[src/rtl/core/b32l_pkg.sv]
// ============================================================================
// b32l_pkg - shared types and constants for the base32 label encoder
// Character codes, label length limits, symbol packet type, alphabet lookup.
// ============================================================================
package b32l_pkg;

    // Field widths
    localparam int BYTE_W      = 8;
    localparam int SYM_W       = 5;
    localparam int LABEL_LEN_W = 6;
    localparam int LEFT_BITS_W = 4;
    localparam int LEFT_CNT_W  = 3;

    // Label length limits and reset value
    localparam logic [LABEL_LEN_W-1:0] MAX_LABEL_LENGTH   = 6'd63;
    localparam logic [LABEL_LEN_W-1:0] LABEL_LENGTH_RESET = 6'd63;

    // Largest leftover bit count that is carried between bytes
    localparam logic [LEFT_CNT_W-1:0] MAX_LEFT_CNT = 3'd4;

    // Output character codes
    localparam logic [BYTE_W-1:0] CHAR_DOT   = 8'h2E;
    localparam logic [BYTE_W-1:0] CHAR_UPPER = 8'h41;  // 'A'
    localparam logic [BYTE_W-1:0] CHAR_DIGIT = 8'h32;  // '2'
    localparam logic [SYM_W-1:0]  NUM_LETTERS = 5'd26;

    // Symbols per byte: up to two full groups plus one flushed tail
    localparam int PKT_SYMS  = 3;
    localparam int PKT_CNT_W = 2;

    // Depth of the queue between front and back
    localparam int PKT_FIFO_DEPTH = 4;

    // One classified byte: its symbols, how many, and end of message
    typedef struct packed {
        logic [PKT_SYMS-1:0][SYM_W-1:0] syms;
        logic [PKT_CNT_W-1:0]           count;
        logic                           last;
    } t_sym_pkt;

    // Base32 alphabet: A-Z then 2-7
    function automatic logic [BYTE_W-1:0] sym_to_ascii(input logic [SYM_W-1:0] sym);
        logic [BYTE_W-1:0] code;
        if (sym < NUM_LETTERS) begin
            code = CHAR_UPPER + {3'd0, sym};
        end else begin
            code = CHAR_DIGIT + {3'd0, sym - NUM_LETTERS};
        end
        return code;
    endfunction

endpackage

[src/rtl/core/b32l_byte_if.sv]
// ============================================================================
// b32l_byte_if - input byte channel
// Valid/ready channel carrying one raw byte and its end-of-message flag.
// ============================================================================
interface b32l_byte_if;
    logic                          valid;
    logic                          ready;
    logic [b32l_pkg::BYTE_W-1:0]   data_byte;
    logic                          last_byte;

    modport source (output valid, output data_byte, output last_byte, input ready);
    modport sink   (input valid, input data_byte, input last_byte, output ready);
endinterface

[src/rtl/core/b32l_char_if.sv]
// ============================================================================
// b32l_char_if - output character channel
// Valid/ready channel carrying one ASCII character and its end-of-message flag.
// ============================================================================
interface b32l_char_if;
    logic                          valid;
    logic                          ready;
    logic [b32l_pkg::BYTE_W-1:0]   out_char;
    logic                          last_char;

    modport source (output valid, output out_char, output last_char, input ready);
    modport sink   (input valid, input out_char, input last_char, output ready);
endinterface

[src/rtl/core/b32l_cfg_if.sv]
// ============================================================================
// b32l_cfg_if - configuration write channel
// Valid/ready channel carrying the label length register write data.
// ============================================================================
interface b32l_cfg_if;
    logic                              valid;
    logic                              ready;
    logic [b32l_pkg::LABEL_LEN_W-1:0]  label_length;

    modport source (output valid, output label_length, input ready);
    modport sink   (input valid, input label_length, output ready);
endinterface

[src/rtl/core/b32l_splitter.sv]
// ============================================================================
// b32l_splitter - front end of the encoder
// Accepts bytes, merges them with leftover bits and cuts out 5-bit symbols,
// pushing one packet of up to three symbols per byte into the queue.
// ============================================================================
module b32l_splitter (
    input  logic               i_clk,
    input  logic               i_rst_n,
    b32l_byte_if.sink          i_byte,
    input  logic               i_q_full,
    output logic               o_q_push,
    output b32l_pkg::t_sym_pkt o_q_pkt
);
    import b32l_pkg::*;

    logic [LEFT_BITS_W-1:0] r_left_bits, n_left_bits;
    logic [LEFT_CNT_W-1:0]  r_left_cnt,  n_left_cnt;

    logic [11:0]            w_buf;
    logic [LEFT_CNT_W-1:0]  w_lc;
    logic [3:0]             w_cnt;
    logic                   w_two;
    logic [2:0]             w_sh0;
    logic [2:0]             w_sh1;
    logic [2:0]             w_rem;
    logic [4:0]             w_mask;
    logic [LEFT_BITS_W-1:0] w_rem_bits;
    logic [SYM_W-1:0]       w_sym0, w_sym1, w_tail;
    logic                   w_flush;
    logic [11:0]            w_buf_sh0, w_buf_sh1;
    logic                   w_xfer;

    assign i_byte.ready = !i_q_full;
    assign w_xfer       = i_byte.valid && !i_q_full;

    // Bit accounting for this byte
    always_comb begin
        w_lc   = (r_left_cnt > MAX_LEFT_CNT) ? MAX_LEFT_CNT : r_left_cnt;
        w_buf  = {r_left_bits, i_byte.data_byte};
        w_cnt  = {1'b0, w_lc} + 4'd8;
        w_two  = (w_cnt >= 4'd10);
        w_sh0  = 3'(w_cnt - 4'd5);
        w_sh1  = 3'(w_cnt - 4'd10);
        w_rem  = w_two ? w_sh1 : w_sh0;
        w_mask = (5'd1 << w_rem) - 5'd1;
        w_rem_bits = w_buf[LEFT_BITS_W-1:0] & w_mask[LEFT_BITS_W-1:0];
        w_buf_sh0  = w_buf >> w_sh0;
        w_buf_sh1  = w_buf >> w_sh1;
        w_sym0     = w_buf_sh0[SYM_W-1:0];
        w_sym1     = w_buf_sh1[SYM_W-1:0];
        // leftover bits left-aligned and zero-filled
        w_tail     = 5'({1'b0, w_rem_bits} << (3'd5 - w_rem));
        w_flush    = i_byte.last_byte && (w_rem != 3'd0);
    end

    // Packet assembly
    always_comb begin
        o_q_push        = w_xfer;
        o_q_pkt.syms[0] = w_sym0;
        o_q_pkt.syms[1] = w_two ? w_sym1 : w_tail;
        o_q_pkt.syms[2] = w_tail;
        o_q_pkt.count   = 2'd1 + {1'b0, w_two} + {1'b0, w_flush};
        o_q_pkt.last    = i_byte.last_byte;
    end

    // Leftover state
    always_comb begin
        n_left_bits = r_left_bits;
        n_left_cnt  = r_left_cnt;
        if (w_xfer) begin
            if (i_byte.last_byte) begin
                n_left_bits = '0;
                n_left_cnt  = '0;
            end else begin
                n_left_bits = w_rem_bits;
                n_left_cnt  = w_rem;
            end
        end
    end

    always_ff @(posedge i_clk) begin
        if (!i_rst_n) begin
            r_left_bits <= '0;
            r_left_cnt  <= '0;
        end else begin
            r_left_bits <= n_left_bits;
            r_left_cnt  <= n_left_cnt;
        end
    end

endmodule

[src/rtl/core/b32l_pkt_fifo.sv]
// ============================================================================
// b32l_pkt_fifo - symbol packet queue
// Small register queue decoupling the splitter from the emitter.
// ============================================================================
module b32l_pkt_fifo (
    input  logic               i_clk,
    input  logic               i_rst_n,
    input  logic               i_push,
    input  b32l_pkg::t_sym_pkt i_pkt,
    input  logic               i_pop,
    output logic               o_full,
    output logic               o_valid,
    output b32l_pkg::t_sym_pkt o_pkt
);
    import b32l_pkg::*;

    localparam int PTR_W = $clog2(PKT_FIFO_DEPTH);
    localparam int CNT_W = $clog2(PKT_FIFO_DEPTH + 1);
    localparam logic [CNT_W-1:0] DEPTH_C = CNT_W'(PKT_FIFO_DEPTH);

    t_sym_pkt               r_mem [PKT_FIFO_DEPTH];
    logic [PTR_W-1:0]       r_wr_ptr, n_wr_ptr;
    logic [PTR_W-1:0]       r_rd_ptr, n_rd_ptr;
    logic [CNT_W-1:0]       r_count,  n_count;
    logic                   w_do_push, w_do_pop;

    assign o_full    = (r_count == DEPTH_C);
    assign o_valid   = (r_count != '0);
    assign o_pkt     = r_mem[r_rd_ptr];
    assign w_do_push = i_push && !o_full;
    assign w_do_pop  = i_pop && o_valid;

    // Pointer and occupancy update
    always_comb begin
        n_wr_ptr = w_do_push ? PTR_W'(r_wr_ptr + 1'b1) : r_wr_ptr;
        n_rd_ptr = w_do_pop  ? PTR_W'(r_rd_ptr + 1'b1) : r_rd_ptr;
        n_count  = r_count;
        if (w_do_push && !w_do_pop) begin
            n_count = r_count + 1'b1;
        end else if (!w_do_push && w_do_pop) begin
            n_count = r_count - 1'b1;
        end
    end

    always_ff @(posedge i_clk) begin
        if (!i_rst_n) begin
            r_wr_ptr <= '0;
            r_rd_ptr <= '0;
            r_count  <= '0;
        end else begin
            r_wr_ptr <= n_wr_ptr;
            r_rd_ptr <= n_rd_ptr;
            r_count  <= n_count;
        end
    end

    // Storage, no reset needed
    always_ff @(posedge i_clk) begin
        if (w_do_push) begin
            r_mem[r_wr_ptr] <= i_pkt;
        end
    end

endmodule

[src/rtl/core/b32l_emitter.sv]
// ============================================================================
// b32l_emitter - back end of the encoder
// Walks the symbols of each packet, inserts label dots and drives the
// registered character output, one transfer per cycle when the sink is ready.
// ============================================================================
module b32l_emitter (
    input  logic                             i_clk,
    input  logic                             i_rst_n,
    input  logic [b32l_pkg::LABEL_LEN_W-1:0] i_label_length,
    input  logic                             i_q_valid,
    input  b32l_pkg::t_sym_pkt               i_q_pkt,
    output logic                             o_q_pop,
    b32l_char_if.source                      o_char
);
    import b32l_pkg::*;

    logic [PKT_CNT_W-1:0]   r_idx,   n_idx;
    logic [LABEL_LEN_W-1:0] r_fill,  n_fill;
    logic                   r_valid, n_valid;
    logic [BYTE_W-1:0]      r_char,  n_char;
    logic                   r_last,  n_last;

    logic [LABEL_LEN_W-1:0] w_eff_len;
    logic                   w_advance;
    logic                   w_need_dot;
    logic                   w_final_sym;
    logic [SYM_W-1:0]       w_sym;

    assign o_char.valid     = r_valid;
    assign o_char.out_char  = r_char;
    assign o_char.last_char = r_last;

    // Effective label length: zero reads as one, saturate at the maximum
    always_comb begin
        w_eff_len = i_label_length;
        if (w_eff_len == '0) begin
            w_eff_len = 6'd1;
        end
        if (w_eff_len > MAX_LABEL_LENGTH) begin
            w_eff_len = MAX_LABEL_LENGTH;
        end
    end

    // Sequencing: dot first when the label is full, then the character
    always_comb begin
        w_advance   = !r_valid || o_char.ready;
        w_sym       = i_q_pkt.syms[r_idx];
        w_need_dot  = (r_fill >= w_eff_len);
        w_final_sym = (r_idx == PKT_CNT_W'(i_q_pkt.count - 2'd1));

        n_idx   = r_idx;
        n_fill  = r_fill;
        n_valid = r_valid && !o_char.ready;
        n_char  = r_char;
        n_last  = r_last;
        o_q_pop = 1'b0;

        if (w_advance && i_q_valid) begin
            n_valid = 1'b1;
            if (w_need_dot) begin
                n_char = CHAR_DOT;
                n_last = 1'b0;
                n_fill = '0;
            end else begin
                n_char = sym_to_ascii(w_sym);
                n_last = i_q_pkt.last && w_final_sym;
                if (i_q_pkt.last && w_final_sym) begin
                    n_fill = '0;
                end else begin
                    n_fill = r_fill + 1'b1;
                end
                if (w_final_sym) begin
                    n_idx   = '0;
                    o_q_pop = 1'b1;
                end else begin
                    n_idx = r_idx + 1'b1;
                end
            end
        end
    end

    always_ff @(posedge i_clk) begin
        if (!i_rst_n) begin
            r_idx   <= '0;
            r_fill  <= '0;
            r_valid <= 1'b0;
        end else begin
            r_idx   <= n_idx;
            r_fill  <= n_fill;
            r_valid <= n_valid;
        end
    end

    // Output payload
    always_ff @(posedge i_clk) begin
        r_char <= n_char;
        r_last <= n_last;
    end

endmodule

[src/rtl/core/base32_label_encoder.sv]
// Unpadded base32 encoder (alphabet A-Z, 2-7) with dot-separated labels.
// Each accepted byte yields one or two characters, plus a flushed tail
// character if bits remain at last_byte, plus a dot before any character
// that would overfill the current label (label_length 0 acts as 1). The
// front end takes a byte in any cycle the four-packet queue has room, so
// bursts of four bytes go in back to back; the back end sends exactly one
// character or dot per cycle from a registered output while the sink is
// ready and a packet is queued, so the sustained rate is set by the output.
// Write label_length only while the encoder is idle.
// ============================================================================
// base32_label_encoder - top level
// Configuration register, front splitter, packet queue and back emitter.
// ============================================================================
module base32_label_encoder (
    input  logic        i_clk,
    input  logic        i_rst_n,
    b32l_cfg_if.sink    i_cfg,
    b32l_byte_if.sink   i_byte,
    b32l_char_if.source o_char
);
    import b32l_pkg::*;

    logic [LABEL_LEN_W-1:0] r_label_length;
    logic                   w_q_push, w_q_pop, w_q_full, w_q_valid;
    t_sym_pkt               w_push_pkt, w_head_pkt;

    // Configuration register, always ready
    assign i_cfg.ready = 1'b1;

    always_ff @(posedge i_clk) begin
        if (!i_rst_n) begin
            r_label_length <= LABEL_LENGTH_RESET;
        end else if (i_cfg.valid) begin
            r_label_length <= i_cfg.label_length;
        end
    end

    // Front end
    b32l_splitter u_splitter (
        .i_clk    (i_clk),
        .i_rst_n  (i_rst_n),
        .i_byte   (i_byte),
        .i_q_full (w_q_full),
        .o_q_push (w_q_push),
        .o_q_pkt  (w_push_pkt)
    );

    // Packet queue
    b32l_pkt_fifo u_fifo (
        .i_clk   (i_clk),
        .i_rst_n (i_rst_n),
        .i_push  (w_q_push),
        .i_pkt   (w_push_pkt),
        .i_pop   (w_q_pop),
        .o_full  (w_q_full),
        .o_valid (w_q_valid),
        .o_pkt   (w_head_pkt)
    );

    // Back end
    b32l_emitter u_emitter (
        .i_clk          (i_clk),
        .i_rst_n        (i_rst_n),
        .i_label_length (r_label_length),
        .i_q_valid      (w_q_valid),
        .i_q_pkt        (w_head_pkt),
        .o_q_pop        (w_q_pop),
        .o_char         (o_char)
    );

endmodule

[src/flat_wrapper.sv]
// flat-port wrapper written by rule: the top's interface ports become plain ports
module base32_label_encoder_flat import b32l_pkg::*;
  (i_clk, i_rst_n, i_cfg_valid, i_cfg_label_length, i_cfg_ready, i_byte_valid, i_byte_data_byte, i_byte_last_byte, i_byte_ready, o_char_valid, o_char_out_char, o_char_last_char, o_char_ready);
  b32l_cfg_if i_cfg_i ();
  b32l_byte_if i_byte_i ();
  b32l_char_if o_char_i ();
  input  logic i_clk;
  input  logic i_rst_n;
  input wire logic [$bits(i_cfg_i.valid)-1:0] i_cfg_valid;
  input wire logic [$bits(i_cfg_i.label_length)-1:0] i_cfg_label_length;
  output wire logic [$bits(i_cfg_i.ready)-1:0] i_cfg_ready;
  input wire logic [$bits(i_byte_i.valid)-1:0] i_byte_valid;
  input wire logic [$bits(i_byte_i.data_byte)-1:0] i_byte_data_byte;
  input wire logic [$bits(i_byte_i.last_byte)-1:0] i_byte_last_byte;
  output wire logic [$bits(i_byte_i.ready)-1:0] i_byte_ready;
  output wire logic [$bits(o_char_i.valid)-1:0] o_char_valid;
  output wire logic [$bits(o_char_i.out_char)-1:0] o_char_out_char;
  output wire logic [$bits(o_char_i.last_char)-1:0] o_char_last_char;
  input wire logic [$bits(o_char_i.ready)-1:0] o_char_ready;
  assign i_cfg_i.valid = i_cfg_valid;
  assign i_cfg_i.label_length = i_cfg_label_length;
  assign i_cfg_ready = i_cfg_i.ready;
  assign i_byte_i.valid = i_byte_valid;
  assign i_byte_i.data_byte = i_byte_data_byte;
  assign i_byte_i.last_byte = i_byte_last_byte;
  assign i_byte_ready = i_byte_i.ready;
  assign o_char_valid = o_char_i.valid;
  assign o_char_out_char = o_char_i.out_char;
  assign o_char_last_char = o_char_i.last_char;
  assign o_char_i.ready = o_char_ready;
  base32_label_encoder u_core (.i_clk(i_clk), .i_rst_n(i_rst_n), .i_cfg(i_cfg_i), .i_byte(i_byte_i), .o_char(o_char_i));
endmodule
[config.mk]
export PLATFORM = sky130hd
export DESIGN_NAME = base32_label_encoder_flat
export DESIGN_NICKNAME = d
export VERILOG_FILES = /design/src/rtl/core/b32l_pkg.sv /design/src/rtl/core/b32l_byte_if.sv /design/src/rtl/core/b32l_char_if.sv /design/src/rtl/core/b32l_cfg_if.sv /design/src/rtl/core/b32l_splitter.sv /design/src/rtl/core/b32l_pkt_fifo.sv /design/src/rtl/core/b32l_emitter.sv /design/src/rtl/core/base32_label_encoder.sv /design/src/flat_wrapper.sv
export SDC_FILE = /design/constraint.sdc
export NUM_CORES = 1
export LEC_CHECK = 0
export ABC_AREA = 1
export ABC_CLOCK_PERIOD_IN_PS = 5350
export BUFFER_PORTS_ARGS = -buffer_cell sky130_fd_sc_hd__clkbuf_2
export CAP_MARGIN = 20
export CORE_UTILIZATION = 40
export CTS_CLUSTER_SIZE = 40
export DETAILED_ROUTE_END_ITERATION = 6
export HOLD_SLACK_MARGIN = 0.05
export SYNTH_ARGS = -nofsm -noshare
export SYNTH_HDL_FRONTEND = slang
export SYNTH_SLANG_ARGS = --single-unit
[constraint.sdc]
create_clock -name i_clk -period 5.35 [get_ports i_clk]
set_input_delay 0 -clock i_clk [delete_from_list [all_inputs] [get_ports i_clk]]
set_output_delay 0 -clock i_clk [all_outputs]
set_load 0.05 [all_outputs]
==> results.md <==
* Die Area at 0.01421 mm2
* Least-Margin Pin Slew at 0.7291 ns
* Worst Hold Endpoint: u_core.u_fifo.r_mem[1][12]
* Iteration-0 DRC Markers at 197
* Ports at 32
* Fmax at 333.3 MHz
* Clock sink count at about 110
* CP top delay family: simple AND/OR/NAND/NOR gates
* Power share of the combinational group at a little over 40%
* Hold Crit Start: i_byte_data_byte[6]
* Sw power at 1.310 mW
* Layout cell share with drive strength beyond 1 at 10.21%
* R2r setup slk at 2.35 ns
* Starting Density at 41.18%
* CTS resizes at 0
* Max incr delay on CP at 0.42 ns
* ANT nets after route at 0
* # DRC at 0
* Internal at between 1.5 and 2 mW
* Async SR Flop Fraction at 0%
* RSZ-0062 raised after global routing: no
* Mapped Cells at 603
* Seq pwr share at between 30% and 40%
* Min-Delay Path Class: in -> reg
* Leak at approximately 2.6 nW
* Clk pwr share at roughly a fifth
* GP Congestion at ~0.85
* Number of placed cells counting well taps at a little under 800
* CTS Buf Count at 9
* CP max stage cell: fa_1
* DIE HEIGHT at roughly 120 um
* CP Class: reg -> reg
* Critical Path AT at between 3 and 4 ns
* Yosys reg bits at roughly 110
* Relative slew slack at 51.22%
* Detail Placement HPWL at ~8200 um
* Initial antenna violation count at 0
* Worst Path Required at between 5 and 6 ns
* Sw frac at approximately 41%
* Clock Tree Buf Depth at 2
* Fillcell total at about 1,300
* CP startpoint kind: flip-flop
* Hold Violations, Final at 0
* Hold WS at ~0.09 ns
* Clock Skew at a little over 0.006 ns
* Non-filler cells, final at 832
* R2r endpoint: u_core.u_fifo.r_count[1]
* Port bufs at 29
* Vias in the first global route at approximately 4,000
* First-pass GRT wire length at roughly 20,000 um
* # hold bufs at CTS at 24
* Number of synthesized flops with an enable pin at 80
* Worst R2R Path Depth at 15
* Syn. warnings at 0
* Met2 Wirelength at slightly below 6000 um
* Clk root buf: clkbuf_16
* CP Cell Sequence: inv_1, nand4_1, o21ai_0, ha_1, nand2_1, nor2_1, nand3_1, nand3_1, nor2_2, nand3_2, ha_1, inv_1, fa_1, o21ai_0, a21oi_1
* Met3 WL at a little over 500 um
* Final WL at roughly 12,000 um
* Postcts setup bufs at 0
* GRT Total Usage at a little under a fifth
* Core ar. at around 0.013 mm2
* Largest net degree at the start of global routing at 37
* Worst-Skew Late Latency at 0.34 ns
* H-Tree Depth at 3
* Total gr overflow at 0
* Routed metal-1 wire length at 5607 um
* # Max-Cap Violations at 0
* Clock-pin slew on the worst setup and hold paths at about 0.070 ns
* CP max FO at 8
* Final cycle utilization of the critical path at around 56%
* PwrDens at just over 500 mW/mm2
* Sum Neg Setup Slack at 0 ns
* Post-Syn Area at roughly 0.0055 mm2
* Max layer used: met4
* Buf/Inv on CP at 2
* Distinct cells, synth at 42
* Max Slew Vio Count at 0
* Avg WL per Cell at around 15 um
* Worst r2r src: u_core.r_label_length[2]
* Multi-input logic area at between 0.002 and 0.0025 mm2
* Chip Width at 119.2 um
* Row count at 42
* Total number of vias at roughly 4,100
* Layout area overhead at 14.20%
* Pre-Repair DR Iteration Count at 5
* Status: completed
* Worst VDD drop at approximately 0.22 mV
* Primary FF master, synth: edfxtp_1
* CTS tree: done
* Final Util at 47.03%
* Nets@finish at approximately 690
* Final setup violation count at 0
* ANT cells at 0
* Sequential cell area at ~0.0030 mm2
* Register area share after synthesis at ~55%
* Avg Synthesized Cell Area at 9.115 um2
* Hold Crit Depth at 3
* Synthesized Nets at between 600 and 700
* Crit path time final at ~3 ns
* Vias per cell at a little under 5
* CP endpoint kind: flip-flop
==> through the flow <==
step	total power, mW	setup slack [ns]	area, um2
floorplan	2.291	2.683	5497
global placement	2.554	2.521	5773
detailed placement	2.590	2.409	5773
CTS	3.218	2.399	6277
global route	3.426	2.040	6277
finish	3.188	2.350	6277
==> registers in the layout (all words and copies together) (netlist names), named ones only <==
name / cells
u_core.u_emitter.o_char.valid: 1
u_core.u_fifo.r_count: 3
u_core.u_emitter.o_char.out_char: 7
u_core.r_label_length: 6
u_core.u_fifo.r_mem: 72
u_core.u_splitter.r_left_cnt: 3
u_core.u_fifo.r_wr_ptr: 2
u_core.u_emitter.o_char.last_char: 1
u_core.u_emitter.r_fill: 6
u_core.u_splitter.r_left_bits: 4
u_core.u_emitter.r_idx: 2
u_core.u_fifo.r_rd_ptr: 2
==> Yosys cell counts (6+ instances only) <==
cell,number,area (um2)
dfxtp_1,31,620.6
a21oi_1,39,195.2
nand3_1,44,220.2
ha_1,17,212.7
edfxtp_1,80,2402
o211ai_1,8,60.06
nor2_1,62,232.7
clkbuf_1,6,22.52
buf_2,8,40.04
nand2_1,134,503.0
o21ai_0,59,295.3
inv_1,63,236.5
==> layer usage <==
layer / up-vias / track usage [%]
li1: 2114 / -
met1: 1926 / 23.84
met2: 78 / 30.12
met3: 15 / 2.299
met4: 0 / 6.804
met5: - / 0
==> worst max-delay path by stage <==
stage	startpoint	to	slack, ns	depth (start not counted)
floorplan	u_core.u_emitter.o_char.valid	u_core.u_fifo.r_count[1]	2.68	11
global placement	u_core.r_label_length[2]	u_core.u_fifo.r_count[1]	2.52	15
detailed placement	u_core.u_fifo.r_count[0]	u_core.u_fifo.r_count[1]	2.41	10
CTS	u_core.u_fifo.r_count[0]	u_core.u_fifo.r_count[1]	2.40	10
global route	u_core.u_fifo.r_count[0]	u_core.u_fifo.r_count[2]	2.04	13
finish	u_core.r_label_length[2]	u_core.u_fifo.r_count[1]	2.35	15
==> cell type report <==
class	count	share of cell area [%]
flip-flops and latches	111	48.16
multi-input cells	400	33.01
repair buffers	59	6.857
inverters	70	4.266
clock buffers	9	3.588
well taps	176	3.508
clock inverters	7	0.6179
==> tightest hold or removal path: stages <==
cell      delay [ns]
clkbuf_2        0.11
nand2_1         0.07
nand3_1         0.13
==> logic make-up after synthesis <==
family | count (synthesis) | share of synthesized area [%]
flops | 111 | 55.00
simple gates | 253 | 19.71
buf+inv | 92 | 7.307
fa+ha+maj | 18 | 4.234
compound gates | 120 | 11.79
xor+xnor | 6 | 1.639
mux | 1 | 0.1821
other cells | 2 | 0.1366
==> layout by cell type (no fill, tap or decap), types with 2 or more instances in the layout <==
master	count
clkbuf_2	29
conb_1	2
o21ai_0	59
clkinv_2	3
a22oi_1	2
dlygate4sd3_1	24
nand2_4	2
buf_4	6
xor2_1	3
a21oi_1	39
a211oi_1	2
inv_1	63
inv_2	5
clkinv_1	3
edfxtp_1	80
nand2_1	134
nor2_1	62
o211ai_1	8
dfxtp_1	31
nand3_2	2
inv_6	2
nand3_1	44
ha_1	17
clkbuf_16	9
o22ai_1	5
nand4_1	2
==> power groups by stage <==
| stage | clock network, mW | registers [mW] | logic [mW] |
|---|---|---|---|
| detailed placement | 0 | 1.29 | 1.30 |
| CTS | 0.624 | 1.27 | 1.33 |
| global route | 0.658 | 1.28 | 1.48 |
| finish | 0.606 | 1.27 | 1.32 |
| floorplan | 0 | 1.36 | 0.929 |
| global placement | 0 | 1.28 | 1.27 |
No activity file was read; power rests on OpenSTA's default activity.
